===== config.mk =====
export PLATFORM = sky130hd
export DESIGN_NAME = msc_cell
export DESIGN_NICKNAME = d
export VERILOG_FILES = /design/src/rtl/msc_pkg.sv /design/src/rtl/msc_cell.sv
export SDC_FILE = /design/constraint.sdc
export NUM_CORES = 1
export LEC_CHECK = 0
export BUFFER_PORTS_ARGS = -buffer_cell sky130_fd_sc_hd__buf_2
export CAP_MARGIN = 30
export CORE_ASPECT_RATIO = 1.1
export CORE_MARGIN = 5
export CORE_UTILIZATION = 40
export CTS_CLUSTER_SIZE = 12
export DETAILED_ROUTE_END_ITERATION = 12
export PLACE_DENSITY = 0.68
export SYNTH_ARGS = -nofsm -noshare
export SYNTH_HDL_FRONTEND = slang
export SYNTH_SLANG_ARGS = --single-unit

===== constraint.sdc =====
create_clock -name i_clk -period 18.05 [get_ports i_clk]
set_clock_uncertainty 0.1 [all_clocks]
set_input_delay 2.7075 -clock i_clk [delete_from_list [all_inputs] [get_ports i_clk]]
set_output_delay 2.7075 -clock i_clk [all_outputs]
set_load 0.01 [all_outputs]

===== src/rtl/msc_pkg.sv =====
`default_nettype none
package msc_pkg;

    localparam int DEF_NUM_CACHES = 4;
    localparam int DEF_LINES      = 64;
    localparam int DEF_ADDR_BITS  = 32;

    // widest line index (LINES up to 4096) and widest cache mask (up to 16 caches)
    localparam int IDX_W    = 12;
    localparam int MAXC     = 16;
    localparam int TAG_W    = 32;
    localparam int AGE_W    = 32;
    localparam int OFF_W    = 4;
    localparam logic [OFF_W-1:0] OFF_RESET = 4'd6;

    typedef enum logic [1:0] {
        ST_I = 2'd0,
        ST_S = 2'd1,
        ST_E = 2'd2,
        ST_M = 2'd3
    } t_mesi;

    typedef enum logic [1:0] {
        BUS_NONE = 2'd0,
        BUS_RD   = 2'd1,
        BUS_RDX  = 2'd2,
        BUS_UPGR = 2'd3
    } t_bus;

    typedef enum logic [1:0] {
        FSM_IDLE,
        FSM_SCAN,
        FSM_APPLY
    } t_fsm;

    localparam logic CMD_WRITE = 1'b1;

    // running lookup record handed from cell to cell
    typedef struct packed {
        logic             own_hit;
        logic [IDX_W-1:0] own_idx;
        t_mesi            own_state;
        logic             inv_found;
        logic [IDX_W-1:0] inv_idx;
        logic [AGE_W-1:0] min_age;
        logic [IDX_W-1:0] min_idx;
        logic [TAG_W-1:0] min_tag;
        logic             min_m;
        logic [MAXC-1:0]  match_mask;
        logic [MAXC-1:0]  m_mask;
    } t_rec;

    // update broadcast to every cell at the end of a transaction
    typedef struct packed {
        logic             en;
        logic [IDX_W-1:0] idx;
        logic             alloc;
        t_mesi            state;
        logic [TAG_W-1:0] tag;
        logic [AGE_W-1:0] stamp;
        logic             remote_en;
        t_mesi            remote_state;
    } t_upd;

endpackage
`default_nettype wire


===== src/rtl/msc_cell.sv =====
`default_nettype none
module msc_cell #(
    parameter int NUM_CACHES = msc_pkg::DEF_NUM_CACHES,
    parameter int IDX        = 0
) (
    input  wire logic                    i_clk,
    input  wire logic                    i_rst_n,
    input  wire logic [1:0]              i_req,
    input  wire logic [msc_pkg::TAG_W-1:0] i_tag,
    input  wire msc_pkg::t_rec           i_rec,
    output msc_pkg::t_rec                o_rec,
    input  wire msc_pkg::t_upd           i_upd
);
    import msc_pkg::*;

    logic [TAG_W-1:0] r_tag   [NUM_CACHES];
    logic [AGE_W-1:0] r_age   [NUM_CACHES];
    t_mesi            r_state [NUM_CACHES];
    t_rec             r_rec;
    t_rec             n_rec;
    logic [NUM_CACHES-1:0] w_match;

    always_comb begin
        n_rec = i_rec;
        for (int c = 0; c < NUM_CACHES; c++) begin
            w_match[c] = (r_state[c] != ST_I) && (r_tag[c] == i_tag);
            if (32'(c) == 32'(i_req)) begin
                if (w_match[c] && !n_rec.own_hit) begin
                    n_rec.own_hit   = 1'b1;
                    n_rec.own_idx   = IDX_W'(IDX);
                    n_rec.own_state = r_state[c];
                end
                if (r_state[c] == ST_I && !n_rec.inv_found) begin
                    n_rec.inv_found = 1'b1;
                    n_rec.inv_idx   = IDX_W'(IDX);
                end
                // ties go to the later line
                if (r_age[c] <= n_rec.min_age) begin
                    n_rec.min_age = r_age[c];
                    n_rec.min_idx = IDX_W'(IDX);
                    n_rec.min_tag = r_tag[c];
                    n_rec.min_m   = (r_state[c] == ST_M);
                end
            end else begin
                n_rec.match_mask[c] = n_rec.match_mask[c] | w_match[c];
                n_rec.m_mask[c]     = n_rec.m_mask[c] | (w_match[c] && r_state[c] == ST_M);
            end
        end
    end

    always_ff @(posedge i_clk) begin
        r_rec <= n_rec;
    end

    assign o_rec = r_rec;

    always_ff @(posedge i_clk) begin
        if (!i_rst_n) begin
            for (int c = 0; c < NUM_CACHES; c++) begin
                r_state[c] <= ST_I;
            end
        end else if (i_upd.en) begin
            for (int c = 0; c < NUM_CACHES; c++) begin
                if (32'(c) == 32'(i_req)) begin
                    if (i_upd.idx == IDX_W'(IDX)) begin
                        r_state[c] <= i_upd.state;
                    end
                end else if (w_match[c] && i_upd.remote_en) begin
                    r_state[c] <= i_upd.remote_state;
                end
            end
        end
    end

    always_ff @(posedge i_clk) begin
        if (i_upd.en) begin
            for (int c = 0; c < NUM_CACHES; c++) begin
                if (32'(c) == 32'(i_req) && i_upd.idx == IDX_W'(IDX)) begin
                    r_age[c] <= i_upd.stamp;
                    if (i_upd.alloc) begin
                        r_tag[c] <= i_upd.tag;
                    end
                end
            end
        end
    end

endmodule
`default_nettype wire


### Word level (Yosys, flattened, before mapping)

Memory sizes are Yosys's and may differ from the RTL's.
Index checks and enable logic that the tools add are counted.

* register bits after elaboration: 137
* bits in latches: 0
* memory bits (writable): 264
* memory bits (read-only): 0
* input port bits: 256
* output and inout port bits: 137
* logic and storage cells: 206
* memories: 3

* add/subtract/negate cells: 0
* $mul: 0
* divide/modulo/power cells: 0
* magnitude comparators: 4
* equality and inequality tests: 11
* shifts and indexed selects: 0
* multiplexer cells: 113
* bitwise gates (word level): 16
* reductions and logical operators: 48

Memory list
* r_age: words 4, bits a word 32, read ports 4, clocked after memory_dff 0, write ports 1, RTL line msc_cell.sv:17 `logic [AGE_W-1:0] r_age [NUM_CACHES];`
* r_tag: words 4, bits a word 32, read ports 4, clocked after memory_dff 0, write ports 1, RTL line msc_cell.sv:16 `logic [TAG_W-1:0] r_tag [NUM_CACHES];`
* r_state: words 4, bits a word 2, read ports 4, clocked after memory_dff 0, write ports 4, RTL line msc_cell.sv:18 `t_mesi r_state [NUM_CACHES];`

Operator list (count)
* $mux 105: 4
* $mux 77: 4
* $mux 32: 6
* $reduce_or 32->1: 6
* $eq 32x32->1: 4
* $le 32x32->1: 4
* $mux 1: 77
* $mux 15: 4
* $mux 13: 4
* $mux 2: 14
* $logic_and 1x1->1: 24
* $or 1x1->1: 16
* $logic_not 12->1: 1
* $logic_not 2->1: 5
* $eq 2x2->1 const B: 4
* $logic_not 1->1: 8
* $reduce_bool 2->1: 4
* $eq 2x2->1 const A: 2
* $eq 1x2->1 const A: 1

### Logic depth before layout (Yosys ltp)

* word-level depth: 17
* mapped depth: 52
* depth with buffers taken out: 45

### Worst setup path before layout

Ideal clock, no wire load.

* path type: input port to flip-flop
* start point: input i_rec[78] in the netlist's numbering
* end point: register r_rec, in the netlist o_rec[32]
* library setup time: 0.079 ns
* data arrival time: 12.431 ns
* data required time: 17.871 ns
* slack: 5.440 ns
* stages: 49
* buffers on the path: 6
* cells stage by stage: inv_1 > ha_1 > nor2b_1 > o211ai_1 > a2111oi_0 > or4b_1 > o221ai_1 > nand2_1 > buf_1 > mux2i_1 > ha_1 > a21o_1 > a21o_1 > a2111oi_0 > nor3_1 > o21a_1 > or4_1 > a221oi_2 > [... 13 more ...] > clkbuf_1 > clkbuf_1 > a21oi_1 > ha_1 > a21o_1 > a21o_1 > a21o_1 > a21o_1 > a21o_1 > a21o_1 > a21oi_1 > o211ai_1 > a21o_1 > nand2_1 > clkbuf_1 > clkbuf_1 > nand3_1 > o211ai_1

RTL lines
* from (decl): RTL line msc_cell.sv:10 `input wire msc_pkg::t_rec i_rec,`
* to (signal assigned): RTL line msc_cell.sv:52 `r_rec <= n_rec;`
* to (decl): RTL line msc_cell.sv:19 `t_rec r_rec;`

==> summary.txt <==
Drt
  – DRC violations left: 0
  – Vias: ~14000
  – Vias per cell: 5.40
  – Wire per inst: about 24 um
  – Drt pass-1 iters: 5
  – Routed wire length: about 64000 um
  – Initial DRC count: about 1200
  – Final ANT Viol Nets: 0

Floorplan
  – Std-Cell Rows: between 80 and 90
  – Vert. Die Dim: 239 um
  – Die width: approximately 220 um
  – Core area: ~48000 um^2
  – I/O pin count: 393
  – Initial Utilization: 40.2%
  – Full die area: approximately 52000 um^2

Finish
  – Filler Cells Inserted: between 4000 and 5000
  – Area Overhead vs Synth: 21.8%
  – Layout Nets: 2386
  – Share of cells above drive strength 1: approximately a quarter

Clock network
  – H-tree levels: 2
  – Num CTS Buffers: between 40 and 50
  – Number of setup buffers added after CTS: 0
  – CTS tree: yes
  – CTS Root Buffer Type: clkbuf_16
  – CTS sink count: roughly 400
  – Clock latency at the later pin of the worst-skew pair: ~560 ps
  – Hold Buf Count CTS: 0
  – Max Buffers Root-to-Sink: 3
  – Clock Pin Slew Worst Setup and Hold Paths: about 60 ps
  – Post-CTS Resized: 0

Min path
  – Hold Crit Start: r_age[2][0]$_DFFE_PP_
  – Hold path endpoint: o_rec[77]$_DFF_P_
  – Hold Crit Class: flip-flop to flip-flop
  – Hold Path Depth: 2

Critical path
  – Crit-path max FO: 68
  – RR Startpoint: r_age[0][1]$_DFFE_PP_
  – Critical path arrival: around 15000 ps
  – Most frequent CP cell: a21o_1
  – Worst Setup End Kind: flip-flop
  – CP startpoint kind: input pin
  – Worst-case reg-to-reg path depth: 46
  – Critical path depth in cells: 48
  – Slowest CP cell: buf_4
  – CP peak stage delay: 730 ps
  – Crit path max-delay family: compound AO/OA/AOI/OAI gates
  – RR Endpoint: o_rec[71]$_DFF_P_
  – WS Path Type: input pin to flip-flop
  – Register-to-register setup slack: ~5300 ps
  – Crit path buf inv count: 5
  – Required time worst endpoint: between 15000 and 20000 ps

Yosys
  – Seq/Total Area, Yosys: between 50% and 60%
  – Syn Area/Cell: 11.9 um^2
  – Mapped Cells: about 1600
  – Synthesized Nets: just under 2000
  – Synth top area share: ~42%
  – Synth Cell Area: 19100 um^2
  – Yosys reg bits: roughly 400
  – Syn. warnings: 0
  – Ys flop type: edfxtp_1
  – Top cells by area, synth: edfxtp_1, dfxtp_1, ha_1
  – Asr flop ratio synth: 0%
  – Yosys cell types: between 60 and 70
  – Synth area leader: edfxtp_1
  – Number of flops mapped to enable cells by yosys: 264

Outcome
  – Status: complete, no violations

GRT
  – First-pass GRT wire length: roughly 93000 um
  – Initial antenna violation count: 2
  – All-Layer GR Usage: roughly a quarter
  – Vias in the first global route: between 10000 and 15000
  – GRT overflow: 0
  – Largest net degree at the start of global routing: 81

Pwr
  – Comb power frac: 13.5%
  – Power per cell area: 94.1 nW/um^2
  – VDD IR-drop max: 0.0000866 V
  – Clk pwr share: ~39%
  – Switching share of power: between 20% and 30%
  – P_sw: around 0.56 mW
  – Part of the power in registers: a little under half
  – Cell Int Power: 1.63 mW
  – Leak pwr: around 9.8 nW

Timing
  – Rel. slew slack: roughly a third
  – Minimum clock period: around 15000 ps
  – Worst Tran Pin Value: between 900 and 1000 ps
  – Crit share post-route: about 80%
  – Max Slew Vio Count: 0
  – Fmax: approximately 69 MHz
  – Fin Setup TNS: 0 ps
  – Final Setup Violations: 0
  – Final worst setup slack: between 3000 and 4000 ps
  – Final Hold Fails: 0
  – Unrepaired setup endpoints after global routing: no

Placement
  – PortBufs: between 300 and 400
  – Post-DP HPWL: just under 50000 um
  – Pre-CTS setup slack: 2650 ps
  – GPL Wtd Cong: approximately 0.9

Run
  – MaxCap Viol Count: 0
==> final cells by class <==
class | count | area (um^2) | share of cell area (%)
multi-input cells | 1075 | 7990 | 34.4
diodes | 4 | 10.0 | 0.0431
repair buffers | 410 | 2130 | 9.16
clock buffers | 69 | 1310 | 5.63
well taps | 645 | 807 | 3.47
flip-flops and latches | 401 | 10700 | 45.9
clock inverters | 10 | 57.6 | 0.248
inverters | 73 | 274 | 1.18
==> stage by stage <==
stage	cells	power, mW	area [um^2]	util, %	hold slack (ps)
global route	2684	2.28	23200	48.9	426
floorplan	1602	1.20	19100	-	350
finish	2687	2.19	23200	48.9	399
global placement	2603	1.34	21800	46.0	379
CTS	2682	2.21	23200	48.9	402
detailed placement	2603	1.34	21800	46.0	383
==> routing by layer <==
metal | vias to the layer above | wire [um] | global-route usage, %
li1 | 6790 | - | -
met1 | 7068 | 25600 | 29.7
met2 | 536 | 32000 | 41.0
met3 | 104 | 4060 | 4.66
met4 | 0 | 1980 | 7.14
met5 | - | 0 | 0
==> kinds of logic after synthesis <==
family	count (synthesis)	synth area share [%]
xor gates and xnor gates	130	5.97
AOI/OAI and AO/OA	338	11.2
muxes	101	5.52
buffers and inverters	126	2.56
and+or+nand+nor	381	10.7
adders and majority gates	125	8.19
DFF	401	55.9
==> power by group through the flow <==
stage | Sequential (mW) | Combinational (mW) | Clock, mW
4_1_cts | 1.03 | 0.296 | 0.880
3_5_place_dp | 1.05 | 0.295 | 0
2_1_floorplan | 1.06 | 0.138 | 0
3_3_place_gp | 1.05 | 0.289 | 0
6_report | 1.03 | 0.296 | 0.861
5_1_grt | 1.03 | 0.325 | 0.920
==> cell usage after synthesis (all sizes together), types with 7 or more instances <==
master,n
o21ai,119
nor4,31
buf,15
dfxtp,137
nor2,71
mux2,31
a32o,8
nand3,19
o21a,7
a21oi,66
inv,72
or4,7
xnor2,58
nand4,43
ha,125
nor2b,21
nand2,88
nand2b,10
a21o,35
xor2,72
mux2i,70
a211oi,7
edfxtp,264
nor3,18
and2,30
clkbuf,38
a22oi,62
==> how the worst max path moves through the flow <==
stage	from	endpoint	slack, ps
6_report	i_rec[82]	o_rec[71]$_DFF_P_	3490
3_5_place_dp	i_rec[104]	o_rec[65]$_DFF_P_	2650
2_1_floorplan	i_rec[78]	o_rec[32]$_DFF_P_	5440
4_1_cts	i_rec[104]	o_rec[71]$_DFF_P_	3270
5_1_grt	i_rec[104]	o_rec[76]$_DFF_P_	2760
3_3_place_gp	i_rec[104]	o_rec[72]$_DFF_P_	2960
==> state kept, by name, indices dropped and copies added, names as in the netlist <==
register,flops
o_rec,137
r_age,128
r_tag,128
r_state,8
==> tightest hold or removal path, cell delays in order (launching register included) <==
cell	delay, ps
edfxtp_1	340
nand2_1	70
o211ai_2	60
==> layout by cell type, fill, tap and decap left out, types with 6 or more instances in the layout <==
cell         n
nor3_1      17
or4_1        7
and2_1      30
nand2b_1    10
xnor2_1     58
nor2_1      68
nand3_1     19
buf_2      392
clkbuf_1    18
a32o_1       8
edfxtp_1   264
ha_1       125
clkbuf_16   48
a21oi_1     66
nor4b_1      6
xor2_1      72
a211oi_1     7
o21ai_1     61
mux2_2      30
inv_1       72
nor2b_1     21
o21a_1       7
buf_4       16
o21ai_0     57
and4_1       6
a21o_1      35
clkinv_2     6
a22oi_1     62
dfxtp_1    137
nand4_1     43
nand2_1     86
or3b_2       6
or2_2        6
nor4_1      30
mux2i_1     69
(Power assumes the default switching activity.)
